<file path="src/rtl/i2a_pkg.sv">
// Shared types, constants and the digit-to-character function of the integer to ASCII formatter.
// Used by i2a_digits and integer_to_ascii_formatter; depends on nothing.
package i2a_pkg;

    localparam int VALUE_WIDTH = 64;
    localparam int IN_WIDTH    = 64;
    localparam int NDIG        = 20;
    localparam int DIG_W       = 4 * NDIG;
    localparam int CNT_W       = $clog2(VALUE_WIDTH + 1);
    localparam int IDX_W       = $clog2(NDIG);

    localparam logic [2:0] KIND_SDEC  = 3'd0;
    localparam logic [2:0] KIND_UDEC  = 3'd1;
    localparam logic [2:0] KIND_HEXL  = 3'd2;
    localparam logic [2:0] KIND_HEXU  = 3'd3;
    localparam logic [2:0] KIND_HEX64 = 3'd4;

    localparam logic [6:0] CH_MINUS = 7'h2D;
    localparam logic [6:0] CH_ZERO  = 7'h30;
    localparam logic [6:0] CH_LOW_A = 7'h61;
    localparam logic [6:0] CH_UP_A  = 7'h41;

    typedef enum logic [4:0] {
        ST_IDLE = 5'b00001,
        ST_CONV = 5'b00010,
        ST_SKIP = 5'b00100,
        ST_SIGN = 5'b01000,
        ST_EMIT = 5'b10000
    } t_state;

    typedef struct packed {
        logic load;
        logic hex;
    } t_dig_ctrl;

    function automatic logic [6:0] digit_char(input logic [3:0] d, input logic upper);
        logic [6:0] base;
        base = upper ? CH_UP_A : CH_LOW_A;
        if (d < 4'd10) begin
            digit_char = CH_ZERO + {3'b000, d};
        end else begin
            digit_char = base + {3'b000, d} - 7'd10;
        end
    endfunction

endpackage

</file>
<file path="src/rtl/i2a_digits.sv">
// Digit store with a shared shift-and-add-3 unit: binary to BCD one bit per cycle,
// or a direct load of hex nibbles. Depends on i2a_pkg.
module i2a_digits (
    input  logic                               i_clk,
    input  logic                               i_rst_n,
    input  i2a_pkg::t_dig_ctrl                 i_ctrl,
    input  logic [i2a_pkg::VALUE_WIDTH-1:0]    i_bin,
    output logic [i2a_pkg::DIG_W-1:0]          o_digits,
    output logic                               o_done
);

    logic [i2a_pkg::VALUE_WIDTH-1:0] r_bin, n_bin;
    logic [i2a_pkg::DIG_W-1:0]       r_bcd, n_bcd;
    logic [i2a_pkg::DIG_W-1:0]       adj;
    logic [i2a_pkg::CNT_W-1:0]       r_cnt, n_cnt;

    always_comb begin
        for (int k = 0; k < i2a_pkg::NDIG; k++) begin
            if (r_bcd[4*k +: 4] >= 4'd5) begin
                adj[4*k +: 4] = r_bcd[4*k +: 4] + 4'd3;
            end else begin
                adj[4*k +: 4] = r_bcd[4*k +: 4];
            end
        end
    end

    always_comb begin
        n_bin = r_bin;
        n_bcd = r_bcd;
        n_cnt = r_cnt;
        if (i_ctrl.load) begin
            n_bin = i_bin;
            if (i_ctrl.hex) begin
                n_bcd = i2a_pkg::DIG_W'(i_bin);
                n_cnt = '0;
            end else begin
                n_bcd = '0;
                n_cnt = i2a_pkg::CNT_W'(i2a_pkg::VALUE_WIDTH);
            end
        end else if (r_cnt != '0) begin
            n_bcd = {adj[i2a_pkg::DIG_W-2:0], r_bin[i2a_pkg::VALUE_WIDTH-1]};
            n_bin = {r_bin[i2a_pkg::VALUE_WIDTH-2:0], 1'b0};
            n_cnt = r_cnt - 1'b1;
        end
    end

    always_ff @(posedge i_clk) begin
        if (!i_rst_n) begin
            r_cnt <= '0;
        end else begin
            r_cnt <= n_cnt;
        end
        r_bin <= n_bin;
        r_bcd <= n_bcd;
    end

    assign o_digits = r_bcd;
    assign o_done   = (r_cnt == '0);

endmodule

</file>
<file path="src/rtl/integer_to_ascii_formatter.sv">
// Top level: integer to ASCII text, one character per result beat, leading zeros dropped.
// Depends on i2a_pkg and i2a_digits.
//
//  channel   handshake           payload
//  command   start / busy        i_value[63:0], i_req_type[2:0]
//  result    o_strobe (1 cycle)  o_ascii_char[6:0], o_last_char
//
// Decimal kinds hold the shift-and-add-3 unit at one bit a cycle through all VALUE_WIDTH bits, then
// the done check; hex kinds load their nibbles at the accepting edge. The scan takes one step
// per leading zero digit plus one, each character one step, and one more for a minus sign.
// Each beat shows in the cycle after its step; an unknown kind is taken without raising busy.
// Reset returns the sequencer to idle and drops the strobe. The receiver cannot stall.
module integer_to_ascii_formatter (
    input  logic                          i_clk,
    input  logic                          i_rst_n,
    input  logic                          start,
    output logic                          busy,
    input  logic signed [i2a_pkg::IN_WIDTH-1:0] i_value,
    input  logic [2:0]                    i_req_type,
    output logic                          o_strobe,
    output logic [6:0]                    o_ascii_char,
    output logic                          o_last_char
);

    i2a_pkg::t_state r_state, n_state;
    logic [i2a_pkg::IDX_W-1:0]       r_idx, n_idx;
    logic                            r_neg, n_neg;
    logic                            r_upper, n_upper;
    logic                            r_strobe, n_strobe;
    logic [6:0]                      r_char, n_char;
    logic                            r_last, n_last;

    logic                            accept;
    logic [i2a_pkg::VALUE_WIDTH-1:0] v;
    logic [i2a_pkg::VALUE_WIDTH-1:0] mag;
    logic                            kind_ok;
    logic                            kind_hex;
    logic                            kind_neg;
    logic                            kind_upper;
    i2a_pkg::t_dig_ctrl              dig_ctrl;
    logic [i2a_pkg::DIG_W-1:0]       digits;
    logic                            dig_done;
    logic [3:0]                      cur_dig;

    assign accept = start && !busy;
    assign v      = i_value[i2a_pkg::VALUE_WIDTH-1:0];

    always_comb begin
        kind_ok    = 1'b1;
        kind_hex   = 1'b0;
        kind_neg   = 1'b0;
        kind_upper = 1'b0;
        mag        = v;
        case (i_req_type)
            i2a_pkg::KIND_SDEC: begin
                kind_neg = v[i2a_pkg::VALUE_WIDTH-1];
                mag      = kind_neg ? (~v + 1'b1) : v;
            end
            i2a_pkg::KIND_UDEC: begin
                mag = i2a_pkg::VALUE_WIDTH'(v[31:0]);
            end
            i2a_pkg::KIND_HEXL: begin
                mag      = i2a_pkg::VALUE_WIDTH'(v[31:0]);
                kind_hex = 1'b1;
            end
            i2a_pkg::KIND_HEXU: begin
                mag        = i2a_pkg::VALUE_WIDTH'(v[31:0]);
                kind_hex   = 1'b1;
                kind_upper = 1'b1;
            end
            i2a_pkg::KIND_HEX64: begin
                kind_hex = 1'b1;
            end
            default: begin
                kind_ok = 1'b0;
            end
        endcase
    end

    assign dig_ctrl.load = accept && kind_ok;
    assign dig_ctrl.hex  = kind_hex;

    i2a_digits u_digits (
        .i_clk    (i_clk),
        .i_rst_n  (i_rst_n),
        .i_ctrl   (dig_ctrl),
        .i_bin    (mag),
        .o_digits (digits),
        .o_done   (dig_done)
    );

    assign cur_dig = digits[r_idx*4 +: 4];

    always_comb begin
        n_state  = r_state;
        n_idx    = r_idx;
        n_neg    = r_neg;
        n_upper  = r_upper;
        n_strobe = 1'b0;
        n_char   = r_char;
        n_last   = 1'b0;
        case (r_state)
            i2a_pkg::ST_IDLE: begin
                if (accept && kind_ok) begin
                    n_neg   = kind_neg;
                    n_upper = kind_upper;
                    n_idx   = i2a_pkg::IDX_W'(i2a_pkg::NDIG - 1);
                    n_state = kind_hex ? i2a_pkg::ST_SKIP : i2a_pkg::ST_CONV;
                end
            end
            i2a_pkg::ST_CONV: begin
                if (dig_done) begin
                    n_state = i2a_pkg::ST_SKIP;
                end
            end
            i2a_pkg::ST_SKIP: begin
                if (cur_dig == 4'd0 && r_idx != '0) begin
                    n_idx = r_idx - 1'b1;
                end else begin
                    n_state = r_neg ? i2a_pkg::ST_SIGN : i2a_pkg::ST_EMIT;
                end
            end
            i2a_pkg::ST_SIGN: begin
                n_strobe = 1'b1;
                n_char   = i2a_pkg::CH_MINUS;
                n_state  = i2a_pkg::ST_EMIT;
            end
            i2a_pkg::ST_EMIT: begin
                n_strobe = 1'b1;
                n_char   = i2a_pkg::digit_char(cur_dig, r_upper);
                n_last   = (r_idx == '0);
                if (r_idx == '0) begin
                    n_state = i2a_pkg::ST_IDLE;
                end else begin
                    n_idx = r_idx - 1'b1;
                end
            end
            default: begin
                n_state = i2a_pkg::ST_IDLE;
            end
        endcase
    end

    always_ff @(posedge i_clk) begin
        if (!i_rst_n) begin
            r_state  <= i2a_pkg::ST_IDLE;
            r_strobe <= 1'b0;
            r_last   <= 1'b0;
        end else begin
            r_state  <= n_state;
            r_strobe <= n_strobe;
            r_last   <= n_last;
        end
        r_idx   <= n_idx;
        r_neg   <= n_neg;
        r_upper <= n_upper;
        r_char  <= n_char;
    end

    assign busy         = (r_state != i2a_pkg::ST_IDLE);
    assign o_strobe     = r_strobe;
    assign o_ascii_char = r_char;
    assign o_last_char  = r_last;

`ifndef SYNTHESIS
    a_strobe_src: assert property (@(posedge i_clk) disable iff (!i_rst_n)
        o_strobe |-> ($past(r_state) == i2a_pkg::ST_SIGN || $past(r_state) == i2a_pkg::ST_EMIT))
        else $error("strobe without a sign or digit step");
    a_last_strobe: assert property (@(posedge i_clk) disable iff (!i_rst_n)
        o_last_char |-> o_strobe)
        else $error("last flag outside a beat");
    a_bad_kind: assert property (@(posedge i_clk) disable iff (!i_rst_n)
        (accept && i_req_type > i2a_pkg::KIND_HEX64) |=> (r_state == i2a_pkg::ST_IDLE))
        else $error("unknown kind started a conversion");
    a_sign_neg: assert property (@(posedge i_clk) disable iff (!i_rst_n)
        (r_state == i2a_pkg::ST_SIGN) |-> r_neg)
        else $error("sign step on a non-negative value");
    a_emit_done: assert property (@(posedge i_clk) disable iff (!i_rst_n)
        (r_state == i2a_pkg::ST_SKIP || r_state == i2a_pkg::ST_EMIT) |-> dig_done)
        else $error("digits read before conversion finished");
`endif

endmodule
</file>
<file path="config.mk">
export PLATFORM = sky130hd
export DESIGN_NAME = integer_to_ascii_formatter
export DESIGN_NICKNAME = d
export VERILOG_FILES = /design/src/rtl/i2a_pkg.sv /design/src/rtl/i2a_digits.sv /design/src/rtl/integer_to_ascii_formatter.sv
export SDC_FILE = /design/constraint.sdc
export NUM_CORES = 1
export LEC_CHECK = 0
export BUFFER_PORTS_ARGS = -buffer_cell sky130_fd_sc_hd__buf_2
export CAP_MARGIN = 20
export CORE_ASPECT_RATIO = 1.5
export CORE_UTILIZATION = 45
export CTS_BUF_LIST = sky130_fd_sc_hd__clkbuf_2
export CTS_CLUSTER_DIAMETER = 150
export DETAILED_ROUTE_END_ITERATION = 8
export SYNTH_ARGS = -nofsm -noshare
export SYNTH_HDL_FRONTEND = slang
export SYNTH_SLANG_ARGS = --single-unit
export TNS_END_PERCENT = 30
</file>
<file path="constraint.sdc">
create_clock -name i_clk -period 9.4 [get_ports i_clk]
set_input_delay 1.41 -clock i_clk [delete_from_list [all_inputs] [get_ports i_clk]]
set_output_delay 1.41 -clock i_clk [all_outputs]
set_load 0.1 [all_outputs]
</file>
Word-level counts from Yosys, hierarchy flattened

Cells that the tools add are included.

Bits in registers: 172
Bits in latches: 0
RAM bits: 0
Bits in read-only memories: 0
Input port bits: 70
Output and inout port bits: 10
Word-level logic and storage cells: 144
Memories kept: 0

Add/subtract/negate cells: 26
$mul: 0
Div/mod/pow operators: 0
$lt $le $gt $ge: 21
Equal/unequal tests: 16
Shift operators: 1
Multiplexer cells: 48
Bitwise gates (word level): 1
Reduce and logical (&&, ||, !) cells: 21

Operator list:

| kind                  | count |
|---|---|
| $mux 64               | 4 |
| $mux 80               | 2 |
| $pmux 64 s2           | 1 |
| $ge 4x3->1 const B    | 20 |
| $shiftx 80x8->4       | 1 |
| $add 4x2->4 const B   | 19 |
| $mux 4                | 19 |
| $add 64x1->64 const B | 1 |
| $not 64->64           | 1 |
| $mux 5                | 8 |
| $mux 7                | 4 |
| $pmux 5 s5            | 1 |
| $pmux 5 s3            | 1 |
| $pmux 7 s2            | 1 |
| $ne 2x2->1 const B    | 6 |
| $reduce_and 4->1      | 2 |
| $add 6x4->7 const A   | 1 |
| $add 7x4->7           | 1 |
| $logic_not 7->1       | 1 |
| $reduce_bool 7->1     | 1 |
| $sub 7x1->7 const B   | 1 |
| $sub 7x4->7 const B   | 1 |
| $eq 3x2->1 const B    | 2 |
| $mux 3                | 2 |
| 25 further kinds      | 33 |

Longest topological paths before layout

Gate-level depths: netlist of run 1.

Depth after elaboration: 6
Gate-level depth with buffers: 11
Depth with buffers taken out: 8

By module

From an unflattened synthesis of run 1, not the netlist that was laid out.

Cells, all modules: 1,117
Area, all modules: 11,572.3 µm²

By module, submodules not included:

| module                     | times used | cells each | area an instance (µm²) | sequential area each (µm²) |
|---|---|---|---|---|
| i2a_digits                 | 1          | 666        | 8,162.8                | 4,464.3 |
| integer_to_ascii_formatter | 1          | 451        | 3,409.5                | 560.5 |

Worst setup path before layout of run 1

Ideal clock, no wire load.

Kind: input-to-reg
From: input i_req_type[2]
To: register u_digits.r_bcd (netlist bit u_digits.o_digits[0]) (enable)
Library setup time: 1.222 ns
Arrival time: 4.568 ns
Data required time: 8.178 ns
Setup slack: 3.610 ns
Stages: 5
Path buffers: 2
Path through: clkbuf_1 > o21ai_0 > nand3_2 > clkbuf_1 > nand2_1

Longest elaborated chain between the ends: 5
Elaborated cells between the ends (all ways): 9
Those cells by class: 4 x eq/ne; 1 x mux; 4 x reduce/logical

Ends and longest elaborated chain:

| item                               | line                             | RTL |
|---|---|---|
| from (decl)                        | integer_to_ascii_formatter.sv:19 | `input logic [2:0] i_req_type,` |
| $eq 3x2->1 (tied with other cells) | integer_to_ascii_formatter.sv:54 | `case (i_req_type)` |
| $reduce_or 5->1 (no line) (*)      | --                               |  |
| $mux 1 (*)                         | integer_to_ascii_formatter.sv:54 |  |
| $logic_and 1x1->1 (*)              | integer_to_ascii_formatter.sv:80 | `assign dig_ctrl.load = accept && kind_ok;` |
| $reduce_bool 2->1 (no line) (*)    | --                               |  |
| to (signal assigned)               | i2a_digits.sv:54                 | `r_bcd <= n_bcd;` |
| to (decl)                          | i2a_digits.sv:13                 | `logic [i2a_pkg::DIG_W-1:0] r_bcd, n_bcd;` |

Every way passes the cells marked *; elsewhere a longest branch is shown, timed or not.
A chain may end at the register's enable or synchronous reset.

Worst setup path after layout of run 1

From: register r_idx[0] (netlist name)
To: register r_idx[3] (netlist name) (enable)

Longest elaborated chain between the ends: 5
Elaborated cells between the ends (all ways): 8
Those cells by class: 2 x eq/ne; 1 x shift; 5 x reduce/logical

Ends and longest elaborated chain:

| item                           | line                              | RTL |
|---|---|---|
| from (decl)                    | integer_to_ascii_formatter.sv:26  | `logic [i2a_pkg::IDX_W-1:0] r_idx, n_idx;` |
| from (signal assigned)         | integer_to_ascii_formatter.sv:154 | `r_idx <= n_idx;` |
| $shiftx 80x8->4                | integer_to_ascii_formatter.sv:92  | `assign cur_dig = digits[r_idx*4 +: 4];` |
| $logic_not 4->1                | integer_to_ascii_formatter.sv:117 | `if (cur_dig == 4'd0 && r_idx != '0) begin` |
| $logic_and 1x1->1              | integer_to_ascii_formatter.sv:117 |  |
| $ne 2x2->1 (no line)           | --                                |  |
| $reduce_and 4->1 (no line) (*) | --                                |  |

Marks and branches as above.

==> impl_results.md, run 1 <==
- CTS Buf Count: 17
- Register bit count reported by yosys: approximately 170
- Pins Over Slew Limit: 0
- Die Wd: between 100 and 150 microns
- Clk_lat worst skew: just under 800 ps
- CP Class: reg -> reg
- Switching part of the total: between 40% and 50%
- Syn Nets: approximately 1300
- Switching power total: about 0.0015 W
- # rows: 70
- Post-CTS setup buffer count: 0
- DRT Wirelength: around 29000 microns
- Largest net degree at the start of global routing: 90
- Sequential area share after synthesis: between 40% and 50%
- Final min period: roughly 3700 ps
- Vias: between 8000 and 9000
- Starting Density: 45.6%
- Htree depth: 4
- Final Cycle Share: between 30% and 40%
- Final Hold Fails: 0
- Total GRT Usage: 24.0%
- Setup-failing EPs final: 0
- DIE AREA: approximately 25000 sq um
- WL met3: 1070 microns
- Most common cell after layout, fill and taps aside: edfxtp_1
- Post-synth EDFFs: roughly 160
- Initial DRC Count: 620
- Max Cap Violations: 0
- TritonCTS clock tree: built
- Max Freq: between 200 and 300 MHz
- RSZ-0062 raised after global routing: no
- Fillers: between 2000 and 2500
- Die Height: around 190 microns
- Leak: 4.64 nW
- Resized cells post-CTS: 0
- Max VDD drop: between 0.15 and 0.2 mV
- Power Density: roughly 300 nW/um^2
- Layout Nets: between 1000 and 1500
- Vias in the first global route: 8505
- Post-CTS Hold Fix Bufs: 0
- Core area: 24300 sq um
- Drt first pass iters: 7
- Clock Pin Slew Worst Setup and Hold Paths: 270 ps
- Setup crit end kind: flop
- Via density per instance: ~5.7
- HPWL after detailed placement: roughly 21000 microns
- Maximum clock insertion buffer count: 2
- Main synth FF type: edfxtp_1
- Gate power share: a little over two fifths
- Share of layout cells above drive strength 1: between 10 and 15%
- Final Skew: 45.5 ps
- RePlAce Congestion: just over 0.8
- Netlist cell types: 70
- Initial antenna violation count: 1
- Synth Area per Inst: 9.65 sq um
- Avg WL per Cell: about 19 microns
- Drt drc: 0
- DRT antenna net count: 0
- CP arrival: about 4200 ps
- Met2 routed WL: 15100 microns
- Mapped Area: 11100 sq um
- Status: completed
- Met1 wire length: 12100 microns
- Share of flip-flops with an asynchronous set or reset: 0%
- Setup_tns: 0 ps
- First-pass GRT wire length: approximately 46000 microns
- Root Buffer: clkbuf_2
- Critical Path RT: 9830 ps
- GR Overflow Total: 0
- Startpoint types: flop
- Crit path max fanout: 34
- Area Overhead vs Synth: 8.27%
- Most frequent cells in the layout: edfxtp_1, nand2_1, o21ai_0
- Clock power frac: approximately 11%
- Sequential share of power: 46.5%
- Clock sinks: 172
- Worst min-delay path category: reg -> reg
- Tot Pwr: between 0.003 and 0.004 W
- Ports: 80
- Worst Max-Slew Pin Slew: 968 ps
- Int Pwr: between 0.002 and 0.0025 W
- Max_slew headroom: between 30% and 40%
- Syn. warnings: 0
- Synth Instances: between 1000 and 1500
- IO Port Bufs: slightly below 80
- DR top layer: met4
[final timing paths]
path / from / to / slack, ps / cells past startpoint
hold reg to reg: u_digits.r_cnt[1]$_SDFFE_PN0P_ / u_digits.r_cnt[1]$_SDFFE_PN0P_ / 520 / 2
setup reg to reg: r_idx[0]$_SDFFCE_PN1P_ / r_idx[3]$_SDFFCE_PN0P_ / 5650 / 9
hold / removal: u_digits.r_cnt[1]$_SDFFE_PN0P_ / u_digits.r_cnt[1]$_SDFFE_PN0P_ / 520 / 2
setup / recovery: r_idx[0]$_SDFFCE_PN1P_ / r_idx[3]$_SDFFCE_PN0P_ / 5650 / 9
[area by class of cell]
type / count / area (sq um) / area share (%)
well taps: 324 / 405 / 3.37
clock inverters: 14 / 145 / 1.21
diodes: 1 / 2.50 / 0.0208
clock buffers: 18 / 90.1 / 0.749
inverters: 55 / 206 / 1.72
multi-input cells: 875 / 5680 / 47.2
flip-flops and latches: 172 / 5020 / 41.8
repair buffers: 90 / 478 / 3.97
[power groups by stage]
stage	Combinational (W)	Sequential (W)	Clock (W)
CTS	0.00154	0.00168	0.000413
finish	0.00153	0.00168	0.000401
floorplan	0.00118	0.00166	0
global placement	0.00151	0.00169	0
global route	0.00173	0.00173	0.000438
detailed placement	0.00153	0.00170	0
[routing by layer]
| metal | vias up | global-route usage, % |
|---|---|---|
| met5 | - | 0 |
| met1 | 4256 | 29.4 |
| met3 | 43 | 3.58 |
| met2 | 222 | 41.5 |
| met4 | 0 | 10.0 |
| li1 | 4333 | - |
[cell usage after synthesis, drive strengths merged, types with 14 or more instances]
| library cell | number | area (sq um) |
|---|---|---|
| nand3 | 24 | 125 |
| nor3b | 31 | 233 |
| inv | 55 | 206 |
| a21oi | 100 | 500 |
| clkbuf | 33 | 124 |
| nand2 | 123 | 462 |
| xnor2 | 68 | 596 |
| mux2i | 23 | 230 |
| ha | 45 | 563 |
| o21ai | 114 | 571 |
| nor2 | 95 | 357 |
| nor3 | 29 | 166 |
| nand2b | 18 | 113 |
| o22ai | 39 | 244 |
| buf | 17 | 92.6 |
| dfxtp | 14 | 280 |
| edfxtp | 158 | 4740 |
| xor2 | 22 | 193 |
[sequential cells by signal, summed over array words and instances, names as in the netlist]
register / cells
u_digits.o_digits: 80
u_digits.r_bin: 64
o_strobe: 1
r_upper: 1
r_idx: 5
r_neg: 1
u_digits.r_cnt: 7
o_last_char: 1
r_state: 5
o_ascii_char: 7
[worst max-delay path, stage by stage (launching register included)]
cell	delay (ps)
edfxtp_1	390
buf_4	470
mux4_2	600
mux2i_1	200
a2bb2oi_1	170
o21a_2	210
ha_1	240
and2_1	160
nand3_1	110
a221oi_1	820
[kinds of logic after synthesis]
family,Yosys count,synth area share (%)
fa+ha+maj,45,5.07
flops,172,45.2
buf+inv,105,3.80
compound gates,311,16.0
xor+xnor,90,7.09
simple gates,391,18.1
mux,38,4.71
[through the flow]
step                cells  setup WS (ps)  utilization [%]  hold WS, ps  instance area [sq um]
floorplan            1152           3610                -          471                  11100
global placement     1516           5270             48.4          478                  11800
detailed placement   1516           5200             48.4          504                  11800
CTS                  1548           5620             49.4          531                  12000
global route         1549           5450             49.4          573                  12000
finish               1549           5650             49.4          522                  12000
Power figures use the tool's default switching activity.
==> run 2: changes to the inputs <==
Clock period 9.4 ns to 3.2 ns, I/O delays scaled along.
==> impl_results.md, run 2 (synthesized netlist as in run 1, its figures left out) <==
- Final Cycle Share: 91.4% (was 39.9%)
- R2R Path Start: r_idx[1]$_SDFFCE_PN1P_ (was r_idx[0]$_SDFFCE_PN1P_)
- Ports: 80 (unchanged)
- Max Cap Violations: 0 (unchanged)
- RSZ-0062 raised after global routing: no (unchanged)
- CP Class: reg -> reg (unchanged)
- Drt drc: 0 (unchanged)
- Int Pwr: 0.00630 W (was 0.00214 W)
- Vias in the first global route: 8911 (was 8505)
- Largest net degree at the start of global routing: 89 (was 90)
- Register cell area after layout: 5020 sq um (unchanged)
- CP cell instances: buf_4 > buf_4 > nor2_1 > a22oi_1 > nand4_1 > o21a_2 > ha_1 > and2_1 > nand3_1 > a221oi_1 > buf_4 (was buf_4 > mux4_2 > mux2i_1 > a2bb2oi_1 > o21a_2 > ha_1 > and2_1 > nand3_1 > a221oi_1)
- Vias: 9046 (was 8854)
- Initial DRC Count: 675 (was 620)
- Power Density: 855 nW/um^2 (was 300 nW/um^2)
- Initial antenna violation count: 1 (unchanged)
- Status: completed (unchanged)
- Clock sinks: 172 (unchanged)
- Setup-failing EPs final: 0 (unchanged)
- Worst Max-Slew Pin Slew: 886 ps (was 968 ps)
- CTS Buf Count: 17 (unchanged)
- Clock power frac: 10.2% (was 11.1%)
- Crit-path slowest cell: edfxtp_1 (was a221oi_1)
- TritonCTS clock tree: built (unchanged)
- Pre-CTS WS: 169 ps (was 5200 ps)
- Final Hold Fails: 0 (unchanged)
- Pins Over Slew Limit: 0 (unchanged)
- Setup_tns: 0 ps (unchanged)
- Sequential share of power: 46.8% (was 46.5%)
- Switching power total: 0.00434 W (was 0.00148 W)
- IO Port Bufs: 79 (unchanged)
- Root Buffer: clkbuf_2 (unchanged)
- Worst min-delay path category: in -> reg (was reg -> reg)
- # rows: 70 (unchanged)
- Maximum clock insertion buffer count: 2 (unchanged)
- Share of layout cells above drive strength 1: 14.5% (was 13.0%)
- Max VDD drop: 0.552 mV (was 0.174 mV)
- Worst Setup EP: r_idx[1]$_SDFFCE_PN1P_ (was r_idx[3]$_SDFFCE_PN0P_)
- DRT Wirelength: 29400 microns (was 29200 microns)
- CP bufs+invs: 3 (was 1)
- Startpoint types: flop (unchanged)
- DRT antenna net count: 0 (unchanged)
- CP delay by family, top: simple AND/OR/NAND/NOR gates (was compound AO/OA/AOI/OAI gates)
- Fin area: 12400 sq um (was 12000 sq um)
- Drt first pass iters: 5 (was 7)
- Finished Core Util: 51.1% (was 49.4%)
- Final min period: 2920 ps (was 3750 ps)
- Leak: 4.85 nW (was 4.64 nW)
- Worst Reg-to-Reg Cells: 11 (was 9)
- Die Height: 194 microns (unchanged)
- Starting Density: 45.6% (unchanged)
- Critical Path RT: 3740 ps (was 9830 ps)
- Critical path's largest stage delay: 550 ps (was 820 ps)
- Min-delay src: i_value[42] (was u_digits.r_cnt[1]$_SDFFE_PN0P_)
- Via density per instance: 5.67 (was 5.72)
- Switching part of the total: 40.8% (about the same)
- Max reg flops: 80 (unchanged)
- Multi-input combinational cell area: 5690 sq um (was 5680 sq um)
- CP arrival: 3460 ps (was 4180 ps)
- Resized cells post-CTS: 0 (unchanged)
- Fin worst setup slack: 276 ps (was 5650 ps)
- Worst Setup SP: r_idx[1]$_SDFFCE_PN1P_ (was r_idx[0]$_SDFFCE_PN1P_)
- Dpl cell area: 12000 sq um (was 11800 sq um)
- Most used cell, CP: buf_4
- Area Overhead vs Synth: 11.9% (was 8.27%)
- FF-to-FF End: r_idx[1]$_SDFFCE_PN1P_ (was r_idx[3]$_SDFFCE_PN0P_)
- Crit. path cell count: 11 (was 9)
- Layout Nets: 1372 (was 1326)
- Final Skew: 47.0 ps (was 45.5 ps)
- Fillers: 2380 (was 2363)
- Clock Pin Slew Worst Setup and Hold Paths: 270 ps (about the same)
- Crit path max fanout: 7 (was 34)
- Gate power share: 43.0% (was 42.4%)
- Reg-to-reg slack, setup: 280 ps (was 5650 ps)
- Most common cell after layout, fill and taps aside: edfxtp_1 (unchanged)
- Final hold slack: 87.5 ps (was 522 ps)
- RePlAce Congestion: 0.880 (was 0.813)
- Core area: 24300 sq um (unchanged)
- Die Wd: 130 microns (unchanged)
- GR Overflow Total: 0 (unchanged)
- Max Freq: 342 MHz (was 267 MHz)
- Htree depth: 4 (unchanged)
- Avg WL per Cell: 18.4 microns (was 18.8 microns)
- DIE AREA: 25300 sq um (unchanged)
- HPWL after detailed placement: 21500 microns (was 21200 microns)
- Setup crit end kind: flop (unchanged)
- Most frequent cells in the layout: edfxtp_1, nand2_1, o21ai_0 (unchanged)
- First-pass GRT wire length: 47200 microns (was 45900 microns)
- Total GRT Usage: 24.4% (was 24.0%)
- Clk_lat worst skew: 810 ps (was 790 ps)
- Max_slew headroom: 40.5% (was 35.0%)
==> run 2: changes by cell type in the layout (fill, tap and decap cells not counted), sizes merged <==
cell         delta
buf            +27
inv             -3
clkinvlp        +1
bufinv          -1
dlygate4sd3    +19
clkbuf          +3
==> run 2: worst register-to-register path, stage by stage, from the launching register on <==
cell and delay [ps]:
edfxtp_1 550, buf_4 210, buf_4 150, nor2_1 260, a22oi_1 150, nand4_1 140, o21a_2 210, ha_1 240
and2_1 170, nand3_1 110, a221oi_1 290, buf_4 200
==> run 2: what timing repair did <==
action,CTS,global route
setup endpoints to repair,0,5
endpoints found under the hold margin,22,0
setup buffers,0,2
hold buffers,19,0
==> run 2: worst min-delay path by stage <==
stage / end / slack (ps) / cells past startpoint
after floorplan: u_digits.r_cnt[1]$_SDFFE_PN0P_ / 470 / 2
after CTS: u_digits.r_bin[42]$_DFFE_PP_ / 0.04 / 3
final: u_digits.r_bin[42]$_DFFE_PP_ / 90 / 3
after detailed placement: u_digits.r_cnt[1]$_SDFFE_PN0P_ / 490 / 2
after global placement: u_digits.r_cnt[1]$_SDFFE_PN0P_ / 480 / 2
after global routing: u_digits.o_digits[35]$_DFFE_PP_ / 40 / 3
==> run 2: stage by stage <==
step	power (W)	instances
floorplan	0.00820	1152
global placement	0.00950	1541
detailed placement	0.00960	1541
CTS	0.0107	1592
global route	0.0115	1595
finish	0.0106	1595
==> run 2: final cells by class <==
cell class / count / share of cell area [%]
timing repair buffer: 136 / 7.30
tap: 324 / 3.26
clock buffer: 21 / 0.845
multi-input combinational: 875 / 45.7
inverter: 55 / 1.66
sequential: 172 / 40.4
antenna: 1 / 0.0201
clock inverter: 11 / 0.784
==> run 2: layer usage <==
layer,share of wire (%),track usage (%)
met5,0,0
met4,2.3,8.35
met3,3.5,3.47
met2,52,42.6
met1,42,30.3
==> run 2: power groups by stage <==
stage / combinational (W) / sequential (W) / clock, W
after floorplan: 0.00347 / 0.00472 / 0
after global placement: 0.00447 / 0.00504 / 0
after detailed placement: 0.00457 / 0.00504 / 0
after CTS: 0.00460 / 0.00498 / 0.00111
after global routing: 0.00520 / 0.00511 / 0.00118
final: 0.00458 / 0.00498 / 0.00108
